<file path="src/hw/rtl/hdf_pkg.sv">
// ----------------------------------------------------------------------------
// HDLC deframer package
// Codes, constants and the result record shared by the deframer files.
// ----------------------------------------------------------------------------
package hdf_pkg;

  typedef enum logic {
    KindData = 1'b0,
    KindEnd  = 1'b1
  } kind_e;

  typedef enum logic [2:0] {
    StGood       = 3'd0,
    StBadFcs     = 3'd1,
    StShort      = 3'd2,
    StMisaligned = 3'd3,
    StStuffing   = 3'd4,
    StAborted    = 3'd5,
    StOverlength = 3'd6
  } status_e;

  typedef struct packed {
    kind_e      kind;
    logic [7:0] data_byte;
    status_e    status;
    logic       last;
  } res_t;

  // register indexes
  localparam logic RegMinFrameBytes = 1'b0;
  localparam logic RegMaxRawBits    = 1'b1;

  localparam logic [7:0]  MinFrameBytesReset = 8'd17;
  localparam logic [15:0] MaxRawBitsReset    = 16'd16384;

  localparam logic [15:0] FcsInit     = 16'hFFFF;
  localparam logic [15:0] FcsPoly     = 16'h8408;
  localparam logic [15:0] FcsResidue  = 16'hF0B8;
  localparam logic [7:0]  FlagPattern = 8'h7E;

  localparam logic [15:0] RawCountMax   = 16'hFFFF;
  localparam logic [12:0] ByteCountMax  = 13'h1FFF;
  localparam logic [12:0] MinBytesFloor = 13'd3;

  localparam int unsigned QueueDepth = 4;

endpackage

</file>
<file path="src/hw/rtl/hdf_in_if.sv">
// ----------------------------------------------------------------------------
// HDLC deframer input channel
// One tone decision per request, valid/ready handshake.
// ----------------------------------------------------------------------------
interface hdf_in_if;
  logic valid;
  logic ready;
  logic tone_is_mark;

  modport source (output valid, output tone_is_mark, input ready);
  modport sink   (input valid, input tone_is_mark, output ready);
endinterface

</file>
<file path="src/hw/rtl/hdf_out_if.sv">
// ----------------------------------------------------------------------------
// HDLC deframer result channel
// One data byte or end-of-frame status per request, valid/ready handshake.
// ----------------------------------------------------------------------------
interface hdf_out_if;
  logic       valid;
  logic       ready;
  logic       kind;
  logic [7:0] data_byte;
  logic [2:0] status;
  logic       last;

  modport source (output valid, output kind, output data_byte, output status,
                  output last, input ready);
  modport sink   (input valid, input kind, input data_byte, input status,
                  input last, output ready);
endinterface

</file>
<file path="src/hw/rtl/hdlc_nrzi_deframer_fcs.sv">
// ----------------------------------------------------------------------------
// HDLC NRZI deframer with FCS check
// NRZI decode, flag search, de-stuffing, byte packing and CRC-16/X.25 check.
// ----------------------------------------------------------------------------
// Takes one tone decision per ready cycle. Each accepted bit is processed in
// the cycle it is taken and its results (at most a data byte and an end
// status) drop into a small result queue, so results are registered after
// the bit and leave one per cycle. Input ready stays high while the queue has
// room for two results; with the result side always ready the block takes a
// bit every cycle. The queue depth (QDepth, at least 2) sets how many results
// may wait when the result side stalls. Registers sit at byte addresses 0
// (min_frame_bytes) and 4 (max_raw_bits); no clearing pass follows reset.
module hdlc_nrzi_deframer_fcs #(
  parameter int unsigned QDepth = hdf_pkg::QueueDepth
) (
  input  logic        clk_i,
  input  logic        rst_ni,
  hdf_in_if.sink      bit_i,
  hdf_out_if.source   res_o,
  input  logic        psel,
  input  logic        penable,
  input  logic        pwrite,
  input  logic [2:0]  paddr,
  input  logic [31:0] pwdata,
  output logic [31:0] prdata,
  output logic        pready
);
  import hdf_pkg::*;

  localparam int unsigned PtrW = (QDepth > 1) ? $clog2(QDepth) : 1;
  localparam int unsigned CntW = $clog2(QDepth + 1);

  logic [7:0]  min_bytes_q;
  logic [15:0] max_bits_q;

  logic        prev_tone_q, prev_tone_d;
  logic [7:0]  window_q, window_d;
  logic [3:0]  fill_q, fill_d;
  logic        inside_q, inside_d;
  logic [2:0]  ones_q, ones_d;
  logic [15:0] raw_cnt_q, raw_cnt_d;
  logic [2:0]  stuff_q, stuff_d;
  logic [7:0]  shift_q, shift_d;
  logic [2:0]  bitpos_q, bitpos_d;
  logic [12:0] bytes_q, bytes_d;
  logic [15:0] crc_q, crc_d;
  logic        ferr_q, ferr_d;

  logic        accept;
  logic        tone;
  logic        nrzi_bit;
  logic        cbit;
  logic        take_bit;
  logic        flag_hit;
  logic [2:0]  ones_next;
  logic [7:0]  byte_full;
  logic        push_data;
  logic        push_end;
  status_e     end_status;
  res_t        entry0, entry1;
  logic [1:0]  n_push;

  res_t            queue_q [QDepth];
  logic [PtrW-1:0] wr_ptr_q, rd_ptr_q;
  logic [CntW-1:0] cnt_q;
  logic            pop;

  function automatic logic [PtrW-1:0] ptr_inc(input logic [PtrW-1:0] p);
    ptr_inc = (p == PtrW'(QDepth - 1)) ? '0 : p + PtrW'(1);
  endfunction

  // configuration port
  assign pready = 1'b1;
  assign prdata = (paddr[2] == RegMaxRawBits) ? {16'd0, max_bits_q} : {24'd0, min_bytes_q};

  always_ff @(posedge clk_i or negedge rst_ni) begin
    if (!rst_ni) begin
      min_bytes_q <= MinFrameBytesReset;
      max_bits_q  <= MaxRawBitsReset;
    end else if (psel && penable && pwrite && pready) begin
      if (paddr[2] == RegMinFrameBytes) begin
        min_bytes_q <= pwdata[7:0];
      end else begin
        max_bits_q <= pwdata[15:0];
      end
    end
  end

  assign accept   = bit_i.valid && bit_i.ready;
  assign tone     = bit_i.tone_is_mark;
  assign nrzi_bit = (tone == prev_tone_q);
  assign cbit     = window_q[0];

  always_comb begin
    prev_tone_d = prev_tone_q;
    window_d    = window_q;
    fill_d      = fill_q;
    inside_d    = inside_q;
    ones_d      = ones_q;
    raw_cnt_d   = raw_cnt_q;
    stuff_d     = stuff_q;
    shift_d     = shift_q;
    bitpos_d    = bitpos_q;
    bytes_d     = bytes_q;
    crc_d       = crc_q;
    ferr_d      = ferr_q;
    take_bit    = 1'b0;
    flag_hit    = 1'b0;
    ones_next   = '0;
    byte_full   = shift_q;
    push_data   = 1'b0;
    push_end    = 1'b0;
    end_status  = StGood;

    if (accept) begin
      prev_tone_d = tone;

      // de-stuff and commit the bit leaving the flag window
      if (inside_q && (raw_cnt_q >= 16'd8) && !ferr_q) begin
        if (cbit) begin
          stuff_d = stuff_q + 3'd1;
          if (stuff_q >= 3'd5) begin
            ferr_d = 1'b1;
          end else begin
            take_bit = 1'b1;
          end
        end else begin
          stuff_d  = 3'd0;
          take_bit = (stuff_q != 3'd5);
        end
      end

      if (take_bit) begin
        crc_d = (crc_q >> 1) ^ ((crc_q[0] ^ cbit) ? FcsPoly : 16'h0000);
        byte_full[bitpos_q] = shift_q[bitpos_q] | cbit;
        if (bitpos_q == 3'd7) begin
          push_data = 1'b1;
          if (bytes_q != ByteCountMax) begin
            bytes_d = bytes_q + 13'd1;
          end
          shift_d  = '0;
          bitpos_d = '0;
        end else begin
          shift_d  = byte_full;
          bitpos_d = bitpos_q + 3'd1;
        end
      end

      if (inside_q && (raw_cnt_q != RawCountMax)) begin
        raw_cnt_d = raw_cnt_q + 16'd1;
      end

      window_d = {nrzi_bit, window_q[7:1]};
      if (fill_q < 4'd8) begin
        fill_d = fill_q + 4'd1;
      end
      flag_hit = (fill_d >= 4'd8) && (window_d == FlagPattern);

      if (ferr_d) begin
        end_status = StStuffing;
      end else if (bitpos_d != 3'd0) begin
        end_status = StMisaligned;
      end else if ((bytes_d < {5'd0, min_bytes_q}) || (bytes_d < MinBytesFloor)) begin
        end_status = StShort;
      end else if (crc_d == FcsResidue) begin
        end_status = StGood;
      end else begin
        end_status = StBadFcs;
      end

      if (flag_hit) begin
        push_end = inside_q && (raw_cnt_d > 16'd8);
        inside_d = 1'b1;
        ones_d   = '0;
      end else begin
        ones_next = nrzi_bit ? ((ones_q < 3'd7) ? ones_q + 3'd1 : ones_q) : 3'd0;
        if (ones_next == 3'd7) begin
          push_end   = inside_q;
          end_status = StAborted;
          inside_d   = 1'b0;
          ones_d     = '0;
          window_d   = '0;
          fill_d     = '0;
        end else begin
          ones_d = ones_next;
          if (inside_q && (raw_cnt_d > max_bits_q)) begin
            push_end   = 1'b1;
            end_status = StOverlength;
            inside_d   = 1'b0;
          end
        end
      end

      // frame restart
      if (flag_hit || (ones_next == 3'd7) || push_end) begin
        raw_cnt_d = '0;
        stuff_d   = '0;
        shift_d   = '0;
        bitpos_d  = '0;
        bytes_d   = '0;
        crc_d     = FcsInit;
        ferr_d    = 1'b0;
      end
    end
  end

  always_ff @(posedge clk_i or negedge rst_ni) begin
    if (!rst_ni) begin
      prev_tone_q <= 1'b0;
      window_q    <= '0;
      fill_q      <= '0;
      inside_q    <= 1'b0;
      ones_q      <= '0;
      raw_cnt_q   <= '0;
      stuff_q     <= '0;
      shift_q     <= '0;
      bitpos_q    <= '0;
      bytes_q     <= '0;
      crc_q       <= FcsInit;
      ferr_q      <= 1'b0;
    end else begin
      prev_tone_q <= prev_tone_d;
      window_q    <= window_d;
      fill_q      <= fill_d;
      inside_q    <= inside_d;
      ones_q      <= ones_d;
      raw_cnt_q   <= raw_cnt_d;
      stuff_q     <= stuff_d;
      shift_q     <= shift_d;
      bitpos_q    <= bitpos_d;
      bytes_q     <= bytes_d;
      crc_q       <= crc_d;
      ferr_q      <= ferr_d;
    end
  end

  // result queue
  always_comb begin
    entry0 = '{kind: KindData, data_byte: byte_full, status: StGood, last: !push_end};
    entry1 = '{kind: KindEnd, data_byte: 8'd0, status: end_status, last: 1'b1};
    n_push = {1'b0, push_data} + {1'b0, push_end};
    if (!push_data) begin
      entry0 = entry1;
    end
  end

  assign pop         = res_o.valid && res_o.ready;
  assign res_o.valid = (cnt_q != '0);
  assign bit_i.ready = (cnt_q <= CntW'(QDepth - 2));

  assign res_o.kind      = queue_q[rd_ptr_q].kind;
  assign res_o.data_byte = queue_q[rd_ptr_q].data_byte;
  assign res_o.status    = queue_q[rd_ptr_q].status;
  assign res_o.last      = queue_q[rd_ptr_q].last;

  always_ff @(posedge clk_i) begin
    if (n_push != 2'd0) begin
      queue_q[wr_ptr_q] <= entry0;
    end
    if (n_push == 2'd2) begin
      queue_q[ptr_inc(wr_ptr_q)] <= entry1;
    end
  end

  always_ff @(posedge clk_i or negedge rst_ni) begin
    if (!rst_ni) begin
      wr_ptr_q <= '0;
      rd_ptr_q <= '0;
      cnt_q    <= '0;
    end else begin
      if (n_push == 2'd1) begin
        wr_ptr_q <= ptr_inc(wr_ptr_q);
      end else if (n_push == 2'd2) begin
        wr_ptr_q <= ptr_inc(ptr_inc(wr_ptr_q));
      end
      if (pop) begin
        rd_ptr_q <= ptr_inc(rd_ptr_q);
      end
      cnt_q <= cnt_q + CntW'(n_push) - CntW'(pop);
    end
  end

endmodule

</file>
<file path="src/flat_wrapper.sv">
// flat-port wrapper written by rule: the top's interface ports become plain ports
module hdlc_nrzi_deframer_fcs_flat import hdf_pkg::*;
#(
  parameter int unsigned QDepth = hdf_pkg::QueueDepth
)
  (clk_i, rst_ni, psel, penable, pwrite, paddr, pwdata, prdata, pready, bit_i_valid, bit_i_tone_is_mark, bit_i_ready, res_o_valid, res_o_kind, res_o_data_byte, res_o_status, res_o_last, res_o_ready);
  hdf_in_if bit_i_i ();
  hdf_out_if res_o_i ();
  input  logic clk_i;
  input  logic rst_ni;
  input  logic psel;
  input  logic penable;
  input  logic pwrite;
  input  logic [2:0] paddr;
  input  logic [31:0] pwdata;
  output logic [31:0] prdata;
  output logic pready;
  input wire logic [$bits(bit_i_i.valid)-1:0] bit_i_valid;
  input wire logic [$bits(bit_i_i.tone_is_mark)-1:0] bit_i_tone_is_mark;
  output wire logic [$bits(bit_i_i.ready)-1:0] bit_i_ready;
  output wire logic [$bits(res_o_i.valid)-1:0] res_o_valid;
  output wire logic [$bits(res_o_i.kind)-1:0] res_o_kind;
  output wire logic [$bits(res_o_i.data_byte)-1:0] res_o_data_byte;
  output wire logic [$bits(res_o_i.status)-1:0] res_o_status;
  output wire logic [$bits(res_o_i.last)-1:0] res_o_last;
  input wire logic [$bits(res_o_i.ready)-1:0] res_o_ready;
  assign bit_i_i.valid = bit_i_valid;
  assign bit_i_i.tone_is_mark = bit_i_tone_is_mark;
  assign bit_i_ready = bit_i_i.ready;
  assign res_o_valid = res_o_i.valid;
  assign res_o_kind = res_o_i.kind;
  assign res_o_data_byte = res_o_i.data_byte;
  assign res_o_status = res_o_i.status;
  assign res_o_last = res_o_i.last;
  assign res_o_i.ready = res_o_ready;
  hdlc_nrzi_deframer_fcs #(.QDepth(QDepth)) u_core (.clk_i(clk_i), .rst_ni(rst_ni), .bit_i(bit_i_i), .res_o(res_o_i), .psel(psel), .penable(penable), .pwrite(pwrite), .paddr(paddr), .pwdata(pwdata), .prdata(prdata), .pready(pready));
endmodule
</file>
<file path="config.mk">
export PLATFORM = sky130hd
export DESIGN_NAME = hdlc_nrzi_deframer_fcs_flat
export DESIGN_NICKNAME = d
export VERILOG_FILES = /design/src/hw/rtl/hdf_pkg.sv /design/src/hw/rtl/hdf_in_if.sv /design/src/hw/rtl/hdf_out_if.sv /design/src/hw/rtl/hdlc_nrzi_deframer_fcs.sv /design/src/flat_wrapper.sv
export SDC_FILE = /design/constraint.sdc
export NUM_CORES = 1
export LEC_CHECK = 0
export BUFFER_PORTS_ARGS = -buffer_cell sky130_fd_sc_hd__buf_2
export CAP_MARGIN = 10
export CORE_ASPECT_RATIO = 0.75
export CORE_MARGIN = 2
export CORE_UTILIZATION = 46
export DETAILED_ROUTE_END_ITERATION = 16
export PLACE_DENSITY = 0.73
export SLEW_MARGIN = 20
export SYNTH_ARGS = -nofsm -noshare
export SYNTH_HDL_FRONTEND = slang
export SYNTH_SLANG_ARGS = --single-unit
</file>
<file path="constraint.sdc">
create_clock -name clk_i -period 6.3 [get_ports clk_i]
set_input_delay 0.315 -clock clk_i [delete_from_list [all_inputs] [get_ports clk_i]]
set_output_delay 0.315 -clock clk_i [all_outputs]
set_load 0.02 [all_outputs]
</file>
==> results of run 1 <==
## synthesized netlist by cell type, types with 11 or more instances
| cell | number | area, um^2 |
|---|---|---|
| inv_1 | 52 | 195.2 |
| edfxtp_1 | 12 | 360.4 |
| a21oi_1 | 35 | 175.2 |
| dfrtp_1 | 89 | 2227 |
| dfxtp_1 | 40 | 800.8 |
| xnor2_1 | 19 | 166.4 |
| nor2_1 | 50 | 187.7 |
| nand4_1 | 16 | 100.1 |
| nand3_1 | 27 | 135.1 |
| clkbuf_1 | 30 | 112.6 |
| o21ai_0 | 90 | 450.4 |
| nand2_1 | 171 | 641.9 |
| and2_1 | 12 | 75.07 |
| ha_1 | 45 | 563.0 |
| o22a_1 | 17 | 148.9 |
| dfstp_2 | 19 | 499.2 |
| nor2b_1 | 11 | 68.82 |
| buf_4 | 17 | 127.6 |
| mux2_2 | 29 | 326.6 |
| nor3_1 | 16 | 80.08 |
| mux4_2 | 15 | 337.8 |
| o31ai_1 | 15 | 112.6 |
## sequential cells by signal (all words and copies together), names as in the netlist
register / cells
u_core.cnt_q: 3
u_core.fill_q: 4
u_core.wr_ptr_q: 2
u_core.prev_tone_q: 1
u_core.raw_cnt_q: 16
u_core.shift_q: 8
u_core.ferr_q: 1
u_core.bytes_q: 13
u_core.ones_q: 3
u_core.bitpos_q: 3
u_core.inside_q: 1
u_core.max_bits_q: 16
u_core.queue_q: 52
u_core.window_q: 8
u_core.crc_q: 16
u_core.rd_ptr_q: 2
u_core.min_bytes_q: 8
u_core.stuff_q: 3
## per-layer routing
| metal | vias to the layer above | track usage | part of all wire |
|---|---|---|---|
| met5 | - | 0 | 0 |
| met4 | 0 | 0.04260 | 0.0085 |
| met3 | 21 | 0.05328 | 0.065 |
| met2 | 221 | 0.3150 | 0.44 |
| met1 | 3656 | 0.3132 | 0.48 |
| li1 | 3603 | - | - |
## metrics by stage
step	cell area (um^2)	total power, uW
2_1_floorplan	9353	1852
3_3_place_gp	9614	2029
3_5_place_dp	9614	2056
4_1_cts	10170	3034
5_1_grt	10180	3191
6_report	10180	3021
## area by class of cell
type | instances | share of cell area
repair buffers | 63 | 0.03342
flip-flops and latches | 160 | 0.3817
inverters | 53 | 0.01953
multi-input cells | 735 | 0.4807
clock buffers | 21 | 0.04631
well taps | 253 | 0.03108
clock inverters | 11 | 0.007248
## logic make-up (layout without fill, tap and decap cells)
kind of cell    count (synthesis)  in the layout  share of synthesized area
simple gates                  352            352                     0.1797
compound gates                246            246                     0.1758
flops                         160            160                     0.4182
buf+inv                       118            148                    0.06285
fa+ha+maj                      46             46                    0.06272
mux                            46             46                    0.07362
xor+xnor                       28             28                    0.02638
other cells                     2             17                  0.0008078
## power groups by stage
stage / sequential [uW] / clock (uW) / combinational (uW)
final: 1360 / 981 / 679
after global routing: 1390 / 1040 / 764
after CTS: 1360 / 995 / 681
after detailed placement: 1380 / 0 / 678
after global placement: 1370 / 0 / 657
after floorplan: 1290 / 0 / 560
## timing repair
| action | CTS | global route |
|---|---|---|
| hold endpoints to repair | 35 | 0 |
| resized for setup | 0 | 1 |
| hold buffers | 1 | 0 |
| setup endpoints to repair | 0 | 1 |
| setup buffers | 0 | 0 |
## final timing paths
check	from	to	slack, ns
hold reg to reg	u_core.queue_q[3][5]	u_core.queue_q[3][5]	0.45
setup / recovery	u_core.raw_cnt_q[4]	u_core.cnt_q[2]	0.51
hold / removal	bit_i_tone_is_mark	u_core.prev_tone_q	0.10
setup reg to reg	u_core.raw_cnt_q[4]	u_core.cnt_q[2]	0.51
max in group asynchronous	rst_ni	u_core.shift_q[6]	4.63
min in group asynchronous	rst_ni	u_core.bytes_q[2]	0.39
## worst register-to-register path: cells and delay by family, from the launching register on
kind	cells	cell delay (ns)
adders and majority gates	4	1.50
AOI/OAI and AO/OA	5	1.49
DFF	1	0.54
and+or+nand+nor	7	1.45
buffers and inverters	3	0.25
xor gates and xnor gates	2	0.44
==> impl_metrics.csv, run 1 <==
group,metric,value,unit
pwr,power.switching,1000,uW
timing,fin_crit,5.790,ns
timing,slew_headroom,0.3472,
finish,layout-drive-gt1-share,0.1755,
setup_path,worstRegToRegCells,21,
timing,finalSetupTns,0,ns
setup_path,critical_path_depth,21,
logic_synthesis,netlist_area,9296,um^2
clock_network,clkLatencyLatePin,0.43,ns
timing,worst_slack,0.5101,ns
pwr,p_leak,0.004292,uW
die,fp.dieW,168.2,um
placed_design,gp_congestion,0.9178,
logic_synthesis,ys_seq_area_frac,0.4182,
drt,wl_per_cell,16.75,um
placed_design,place_ws,0.6667,ns
finish,ff_latch_area,3887,um^2
pwr,combPwrFrac,0.225,
drt,drt.antenna.violating_nets,0,
pwr,sequentialPowerShare,0.450,
clock_network,cts_root_buf,"clkbuf_16",
logic_synthesis,ys_seq_elements,160,
finish,multiInputGateArea,4896,um^2
finish,area_growth,9.556,%
finish,antenna_cells,0,
run_status,outcome,"complete, no violations",
logic_synthesis,synthFlopType,"dfrtp_1",
setup_path,path_cells,"nand4_1, nor4_4, a41o_1, nor3_2, nand2_1, xor2_1, inv_1, ha_1, nand4_1, nor2_1, o211ai_1, a31oi_1, nand2_1, a21oi_1, o31a_1, ha_1, inv_1, ha_1, inv_1, fa_1, xnor2_1",
logic_synthesis,syn_avg_cell_area,9.315,um^2
finish,fin_nets,1119,
clock_network,clk_path_buf_depth,2,
placed_design,io_buffer_count,55,
timing,setup_viol,0,
timing,fin_hold_ws,0.1048,ns
timing,rsz0062_at_grt,"false",
placed_design,dp.cells,1263,
clock_network,cts_buffers,17,
timing,worstMarginPinSlew,0.9717,ns
setup_path,critPathTopFamily,"adder cells",
die,die_h,127.1,um
drt,via_count,7501,
timing,slew_violations,0,
die,rows,44,
finish,final_common_cell,"nand2_1",
setup_path,end_kind,"flip-flop",
clock_network,h-tree-depth,4,
worst_hold_path,hold_depth,3,
global_route,grt_pass1_wl,36490,um
timing,fmax,172.7,MHz
die,io_pins,91,
finish,fin_cells,1296,
timing,finalCritPeriodShare,0.9190,
finish,final_cell_mix,"nand2_1 (171), o21ai_0 (90), dfrtp_1 (89)",
die,die_area,21370,um^2
setup_path,cp_max_fo,13,
global_route,overflow,0,
logic_synthesis,netlist_instances,998,
logic_synthesis,synth_edf_count,12,
run,maxCapViolCount,0,
global_route,grt_antenna_before_repair,0,
timing,hold_violations,0,
pwr,intPower,2021,uW
placed_design,hpwlAfterDp,15000,um
setup_path,required,6.62,ns
drt,drt_pass1_iterations,7,
clock_network,path_clk_slew,0.06,ns
setup_path,cp_slowest_stage_delay,0.54,ns
global_route,grt_usage,0.2114,
pwr,peakVddDrop,0.2019,mV
timing,fin_skew,0.01128,ns
pwr,clkPwrFrac,0.325,
worst_hold_path,worstHoldPathType,"input pin to flip-flop",
finish,nFillCells,1780,
global_route,grt_pass1_vias,7124,
global_route,grt_start_max_net_pins,71,
setup_path,crit_arrival,6.11,ns
setup_path,crit_type,"flip-flop to flip-flop",
logic_synthesis,synth-async-reset-ratio,0.6750,
logic_synthesis,ys_warn_count,0,
setup_path,crit_buf_inv,3,
clock_network,tritoncts,"built",
drt,drc_errors,0,
setup_path,crit_path_top_delay_cell,"dfrtp_1",
die,start_util,0.4743,
drt,drt_first_iter_violations,738,
die,coreArea,19600,um^2
logic_synthesis,synth_cell_types,81,
pwr,swShare,0.3311,
pwr,powerDensity,296.6,nW/um^2
finish,final_core_util,0.5197,
drt,routed_wl,21700,um
clock_network,cts.sinks,160,
drt,post_drt_via_cell_ratio,5.788,
setup_path,start_kind,"flip-flop",
Note: power is estimated with default switching activity, not from simulation.
==> run 2, diff against run 1 <==
--- a/config.mk
+++ b/config.mk
@@ -10,9 +10,9 @@
 export CORE_ASPECT_RATIO = 0.75
 export CORE_MARGIN = 2
 export CORE_UTILIZATION = 46
+export CTS_BUF_LIST = sky130_fd_sc_hd__clkbuf_4 sky130_fd_sc_hd__clkbuf_8
 export DETAILED_ROUTE_END_ITERATION = 16
 export PLACE_DENSITY = 0.73
-export SLEW_MARGIN = 20
 export SYNTH_ARGS = -nofsm -noshare
 export SYNTH_HDL_FRONTEND = slang
 export SYNTH_SLANG_ARGS = --single-unit
==> constraint.sdc (replaced) <==
create_clock -name clk_i -period 5.59 [get_ports clk_i]
set_input_delay 0.2795 -clock clk_i [delete_from_list [all_inputs] [get_ports clk_i]]
set_output_delay 0.2795 -clock clk_i [all_outputs]
set_load 0.02 [all_outputs]
==> run 2 against run 1 <==
  * Sequential cell count unchanged
  * Final area down 0.64%
  * Final cell count up 1.2%
  * Fmax up 11%
  * Via count up 0.85%
  * Sequential power up 12%
  * Power up 4.0%
  * Clock skew up 0.0019 ns
==> impl_metrics.csv, run 2 (same netlist as run 1, synthesis figures left out) <==
group,metric,value,unit
finish,largest-register,"u_core.queue_q",
drt,drc_errors,0,
timing,finalSetupTns,0,ns
finish,fin_nets,1134,
finish,area_growth,8.856,%
die,rows,44,
clock_network,cts.sinks,160,
setup_path,worstRegToRegCells,22,
timing,hold_violations,0,
clock_network,h-tree-depth,4,
drt,post_drt_via_cell_ratio,5.770,
finish,final_common_cell,"nand2_1",
placed_design,gp_congestion,0.8950,
clock_network,clk_path_buf_depth,2,
worst_hold_path,worstHoldPathType,"input pin to flip-flop",
finish,layout-drive-gt1-share,0.1853,
timing,fmax,191.6,MHz
global_route,grt_usage,0.2123,
pwr,sequentialPowerShare,0.486,
clock_network,path_clk_slew,0.09,ns
pwr,powerDensity,310.6,nW/um^2
global_route,grt_start_max_net_pins,65,
drt,top_layer,"met4",
setup_path,end_kind,"flip-flop",
placed_design,place_ws,0.4307,ns
finish,largest_register_ffs,52,
clock_network,cts_buffers,17,
timing,fin_crit,5.218,ns
drt,wl_met1,10840,um
worst_hold_path,hold_depth,2,
die,io_pins,91,
drt,via_count,7565,
setup_path,required,5.94,ns
timing,fin_hold_ws,0.04378,ns
timing,fin_skew,0.01317,ns
global_route,grt_antenna_before_repair,1,
finish,antenna_cells,0,
setup_path,ff2ff_setup_slack,0.37,ns
setup_path,start_kind,"flip-flop",
drt,drt.antenna.violating_nets,0,
worst_hold_path,worstHoldStart,"pwdata[8]",
finish,final_core_util,0.5163,
global_route,grt_pass1_vias,7133,
pwr,peakVddDrop,0.1611,mV
clock_network,tritoncts,"built",
run,maxCapViolCount,0,
setup_path,cp_max_fo,8,
worst_hold_path,holdPathEnd,"u_core.max_bits_q[8]",
drt,drt_first_iter_violations,664,
timing,worstMarginPinSlew,1.139,ns
global_route,grt_pass1_wl,36650,um
drt,wl_per_cell,16.82,um
placed_design,hpwlAfterDp,15630,um
setup_path,crit_arrival,5.57,ns
die,coreArea,19600,um^2
pwr,clkPwrFrac,0.267,
setup_path,crit_type,"flip-flop to flip-flop",
drt,drt_pass1_iterations,7,
timing,slew_violations,0,
setup_path,r2r-end,"u_core.cnt_q[2]",
pwr,power.switching,1069,uW
drt,dr_wl_met3,1287,um
clock_network,clkLatencyLatePin,0.46,ns
finish,final_cell_mix,"nand2_1 (171), o21ai_0 (90), dfrtp_1 (89)",
timing,worst_slack,0.3716,ns
timing,rsz0062_at_grt,"false",
run_status,outcome,"complete, no violations",
die,die_h,127.1,um
pwr,swShare,0.3401,
die,fp.dieW,168.2,um
clock_network,cts_root_buf,"clkbuf_8",
placed_design,io_buffer_count,55,
timing,finalCritPeriodShare,0.9335,
pwr,p_leak,0.004271,uW
drt,wl_met2,9681,um
drt,routed_wl,22060,um
timing,slew_headroom,0.2364,
die,start_util,0.4743,
timing,setup_viol,0,
pwr,intPower,2074,uW
setup_path,r2r_start,"u_core.raw_cnt_q[6]",
die,die_area,21370,um^2
pwr,combPwrFrac,0.246,
global_route,overflow,0,
[run 2: changes by cell type in the layout (fill, tap and decap cells not counted), moves of 2 or more]
cell / delta
buf_4: +15
bufinv_16: +2
clkbuf_1: -2
clkbuf_16: -18
clkbuf_4: +3
clkbuf_8: +16
clkinv_1: +2
clkinvlp_4: +4
inv_4: -4
inv_6: -3
[run 2: power groups by stage]
| stage | clock, uW | combinational [uW] | sequential, uW |
|---|---|---|---|
| CTS | 856 | 776 | 1530 |
| detailed placement | 0 | 774 | 1550 |
| floorplan | 0 | 631 | 1460 |
| global route | 910 | 862 | 1560 |
| global placement | 0 | 748 | 1540 |
| finish | 840 | 774 | 1530 |
[run 2: layout make-up]
type,count,area (um^2)
inverter,53,198.9
clock buffer,20,256.5
timing repair buffer,78,452.9
multi-input combinational,735,4887
tap,253,316.6
clock inverter,12,120.1
sequential,160,3887
fill,1849,9479
[run 2: critical path, stage by stage, from the launching register on]
cell	delay, ns
dfrtp_1	0.50
nand4_1	0.23
nor4_4	0.07
a41o_1	0.34
nor3_2	0.44
nand2_1	0.16
xor2_1	0.32
inv_1	0.09
ha_1	0.31
nand4_1	0.11
nor2_1	0.20
o211ai_1	0.15
a31oi_2	0.34
nand2_1	0.12
a21oi_1	0.18
o31ai_1	0.14
ha_1	0.35
inv_1	0.06
ha_1	0.26
inv_1	0.04
ha_1	0.18
fa_1	0.38
xnor2_1	0.13
[run 2: routing by layer]
| layer | up-vias | track usage |
|---|---|---|
| met3 | 21 | 0.04585 |
| met1 | 3681 | 0.3130 |
| li1 | 3631 | - |
| met5 | - | 0 |
| met4 | 0 | 0.05680 |
| met2 | 232 | 0.3175 |
[run 2: what timing repair did]
action / CTS / global route
endpoints found under the hold margin: 41 / 0
gates resized for setup: 0 / 1
setup buffers: 0 / 0
hold buffers: 1 / 0
setup endpoints to repair: 0 / 1
[run 2: metrics by stage]
| step | total power (uW) | cells | instance area, um^2 |
|---|---|---|---|
| floorplan | 2087 | 1013 | 9353 |
| global placement | 2293 | 1278 | 9727 |
| detailed placement | 2325 | 1278 | 9727 |
| CTS | 3160 | 1311 | 10110 |
| global route | 3330 | 1311 | 10120 |
| finish | 3143 | 1311 | 10120 |
[run 2: worst max path at each step]
stage	startpoint	endpoint	slack (ns)	cells past startpoint
detailed placement	u_core.raw_cnt_q[6]	u_core.cnt_q[2]	0.43	22
global placement	u_core.raw_cnt_q[6]	u_core.cnt_q[2]	0.54	23
floorplan	u_core.raw_cnt_q[13]	u_core.cnt_q[2]	0.99	25
global route	u_core.raw_cnt_q[6]	u_core.cnt_q[2]	0.05	22
finish	u_core.raw_cnt_q[6]	u_core.cnt_q[2]	0.37	22
CTS	u_core.raw_cnt_q[6]	u_core.cnt_q[2]	0.35	22
==> run 3, diff against run 2 <==
--- a/config.mk
+++ b/config.mk
@@ -5,6 +5,7 @@
 export SDC_FILE = /design/constraint.sdc
 export NUM_CORES = 1
 export LEC_CHECK = 0
+export ABC_AREA = 1
 export BUFFER_PORTS_ARGS = -buffer_cell sky130_fd_sc_hd__buf_2
 export CAP_MARGIN = 10
 export CORE_ASPECT_RATIO = 0.75
@@ -12,7 +13,7 @@
 export CORE_UTILIZATION = 46
 export CTS_BUF_LIST = sky130_fd_sc_hd__clkbuf_4 sky130_fd_sc_hd__clkbuf_8
 export DETAILED_ROUTE_END_ITERATION = 16
-export PLACE_DENSITY = 0.73
+export PLACE_DENSITY = 0.72
 export SYNTH_ARGS = -nofsm -noshare
 export SYNTH_HDL_FRONTEND = slang
 export SYNTH_SLANG_ARGS = --single-unit
==> run 3 against run 2 <==
  * Clock skew is 0.0068 ns higher
  * Worst setup slack better by 0.27 ns
  * First-iteration DRC count is 3.8% lower
  * Sequential share of layout area is 0.62 points lower
  * Critical path depth is 5 higher
  * Clock-buffer cell count is 2 lower
  * Wire length is 0.25% higher
  * Sequential cell count stayed put
  * Critical path type unchanged
  * Critical endpoint is now u_core.queue_q[3][3]
  * Largest cell class unchanged
==> impl_metrics.csv, run 3 <==
group,metric,value,unit
run_status,outcome,"complete, no violations",
pwr,p_leak,0.005121,uW
setup_path,cp_max_fo,16,
timing,slew_violations,0,
clock_network,cts_resized,0,
logic_synthesis,synth_common_cells,"nand2_1 (284), inv_1 (182), o21ai_0 (133)",
logic_synthesis,yosysMostFrequentCell,"nand2_1",
run,maxCapViolCount,0,
logic_synthesis,synth_top_area_cell,"dfrtp_1",
timing,fin_hold_ws,0.03872,ns
finish,final_cell_mix,"nand2_1 (284), inv_1 (182), o21ai_0 (133)",
setup_path,crit_type,"flip-flop to flip-flop",
logic_synthesis,netlist_instances,1286,
timing,fin_crit,4.952,ns
finish,largest_register_ffs,52,
worst_hold_path,hold_depth,3,
logic_synthesis,synth.top_cell.area_share,0.2336,
clock_network,path_clk_slew,0.10,ns
global_route,grt_pass1_wl,37290,um
setup_path,required,5.78,ns
drt,via_count,8327,
timing,slew_headroom,0.3057,
drt,drt_pass1_iterations,5,
clock_network,cts.sinks,160,
worst_hold_path,worstHoldStart,"pwdata[14]",
worst_hold_path,holdPathEnd,"u_core.max_bits_q[14]",
clock_network,postCtsSetupBuffers,0,
drt,wl_per_cell,13.84,um
setup_path,crit_arrival,5.14,ns
global_route,overflow,0,
clock_network,cts_root_buf,"clkbuf_8",
logic_synthesis,ys_seq_area_frac,0.4077,
global_route,grt_pass1_vias,7694,
drt,drc_errors,0,
drt,post_drt_via_cell_ratio,5.211,
die,rows,45,
die,io_pins,91,
finish,fin_nets,1416,
logic_synthesis,ys_warn_count,0,
logic_synthesis,syn_avg_cell_area,7.415,um^2
timing,worstMarginPinSlew,1.035,ns
pwr,powerDensity,428.9,nW/um^2
die,start_util,0.4704,
drt,drt_first_iter_violations,639,
finish,largest-register,"u_core.queue_q",
setup_path,start_kind,"flip-flop",
logic_synthesis,ys_top_cells_by_area,"dfrtp_1 (23%), nand2_1 (11%), dfxtp_1 (8.4%)",
clock_network,clkLatencyLatePin,0.47,ns
global_route,grt_start_max_net_pins,65,
pwr,peakVddDrop,0.1544,mV
finish,final_common_cell,"nand2_1",
finish,nFillCells,1991,
timing,finalCritPeriodShare,0.8859,
setup_path,r2r-end,"u_core.queue_q[3][3]",
clock_network,cts_buffers,17,
timing,fin_skew,0.01999,ns
clock_network,h-tree-depth,4,
logic_synthesis,synthFlopType,"dfrtp_1",
logic_synthesis,ys_seq_elements,160,
timing,setup_viol,0,
logic_synthesis,synth-async-reset-ratio,0.6750,
global_route,grt_usage,0.2112,
drt,routed_wl,22110,um
die,coreArea,20270,um^2
die,fp.dieW,170.3,um
finish,antenna_cells,0,
finish,area_growth,7.873,%
timing,fmax,201.9,MHz
worst_hold_path,worstHoldPathType,"input pin to flip-flop",
setup_path,worstRegToRegCells,27,
timing,rsz0062_at_grt,"false",
clock_network,tritoncts,"built",
setup_path,ff2ff_setup_slack,0.64,ns
pwr,power,4412,uW
logic_synthesis,synth_cell_types,52,
drt,drt.antenna.violating_nets,0,
global_route,grt_antenna_before_repair,0,
placed_design,io_buffer_count,55,
timing,hold_violations,0,
placed_design,gp_congestion,0.8975,
die,die_area,21910,um^2
setup_path,r2r_start,"u_core.raw_cnt_q[1]",
placed_design,hpwlAfterDp,15560,um
setup_path,end_kind,"flip-flop",
logic_synthesis,netlist_area,9535,um^2
die,die_h,128.7,um
finish,layout-drive-gt1-share,0.1119,
timing,finalSetupTns,0,ns
logic_synthesis,synth_edf_count,12,
clock_network,clk_path_buf_depth,2,
run 3: what timing repair did:
| action | in CTS | in global routing |
|---|---|---|
| hold buffers | 1 | 0 |
| hold endpoints to repair | 44 | 0 |
| setup endpoints to repair | 0 | 0 |
run 3: power by group:
group,switching [uW],total (uW),internal [uW]
clock network,476,802,326
registers,260,1680,1420
logic,1250,1930,679
run 3: worst max path at each step:
stage | start | endpoint | slack [ns] | cells after the start
after floorplan | u_core.raw_cnt_q[1] | u_core.queue_q[3][2] | 1.55 | 27
after global routing | u_core.raw_cnt_q[1] | u_core.queue_q[3][3] | 0.23 | 27
after global placement | u_core.raw_cnt_q[1] | u_core.queue_q[3][3] | 0.86 | 27
final | u_core.raw_cnt_q[1] | u_core.queue_q[3][3] | 0.64 | 27
after CTS | u_core.raw_cnt_q[1] | u_core.queue_q[3][3] | 0.76 | 27
after detailed placement | u_core.raw_cnt_q[1] | u_core.queue_q[3][3] | 0.78 | 27
run 3: cell families after synthesis:
family                     Yosys count  synth area share
adders and majority gates           46           0.06115
AOI/OAI and AO/OA                  264            0.1556
buffers and inverters              251            0.1105
and+or+nand+nor                    533            0.2365
other                                2         0.0007876
DFF                                160            0.4077
muxes                                2          0.002100
xor gates and xnor gates            28           0.02572
run 3: cell type report:
| class | instances | area (um^2) | area share |
|---|---|---|---|
| multi-input cells | 890 | 4651 | 0.4521 |
| well taps | 258 | 322.8 | 0.03138 |
| repair buffers | 64 | 347.8 | 0.03382 |
| clock inverters | 14 | 101.3 | 0.009853 |
| inverters | 194 | 728.2 | 0.07079 |
| clock buffers | 18 | 247.7 | 0.02408 |
| flip-flops and latches | 160 | 3887 | 0.3779 |
run 3: routing by layer:
metal	up-vias	GRT usage	part of all wire
li1	4234	-	-
met1	3888	0.3067	0.51
met2	189	0.3300	0.44
met3	16	0.03814	0.047
met4	0	0.04827	0.0082
met5	-	0	0
run 3: critical path, cell delays in order (launching register included):
cell and delay [ns]:
dfrtp_1 0.41, ha_1 0.23, nand3_1 0.18, nor2_2 0.20
nand4_1 0.13, nand2_2 0.27, inv_2 0.20, o21ai_0 0.34
inv_1 0.08, ha_1 0.30, a21oi_1 0.13, nor2_1 0.06
a211oi_1 0.20, nor2_1 0.07, nor3_1 0.13, nand3_1 0.18
nand2_1 0.12, o211ai_1 0.12, nand2_1 0.08, a21oi_1 0.06
ha_1 0.29, nand2_1 0.13, inv_1 0.06, nor2_1 0.11
buf_4 0.19, inv_1 0.11, o21ai_0 0.20, nor2_1 0.10
run 3: through the flow:
step	utilization	area, um^2	worst slack, ns	instances
final	0.5075	10290	0.6377	1598
after detailed placement	0.4898	9927	0.7798	1565
after global placement	0.4898	9927	0.8550	1565
after CTS	0.5075	10290	0.7628	1598
after global routing	0.5075	10290	0.2317	1598
after floorplan	-	9592	1.551	1301
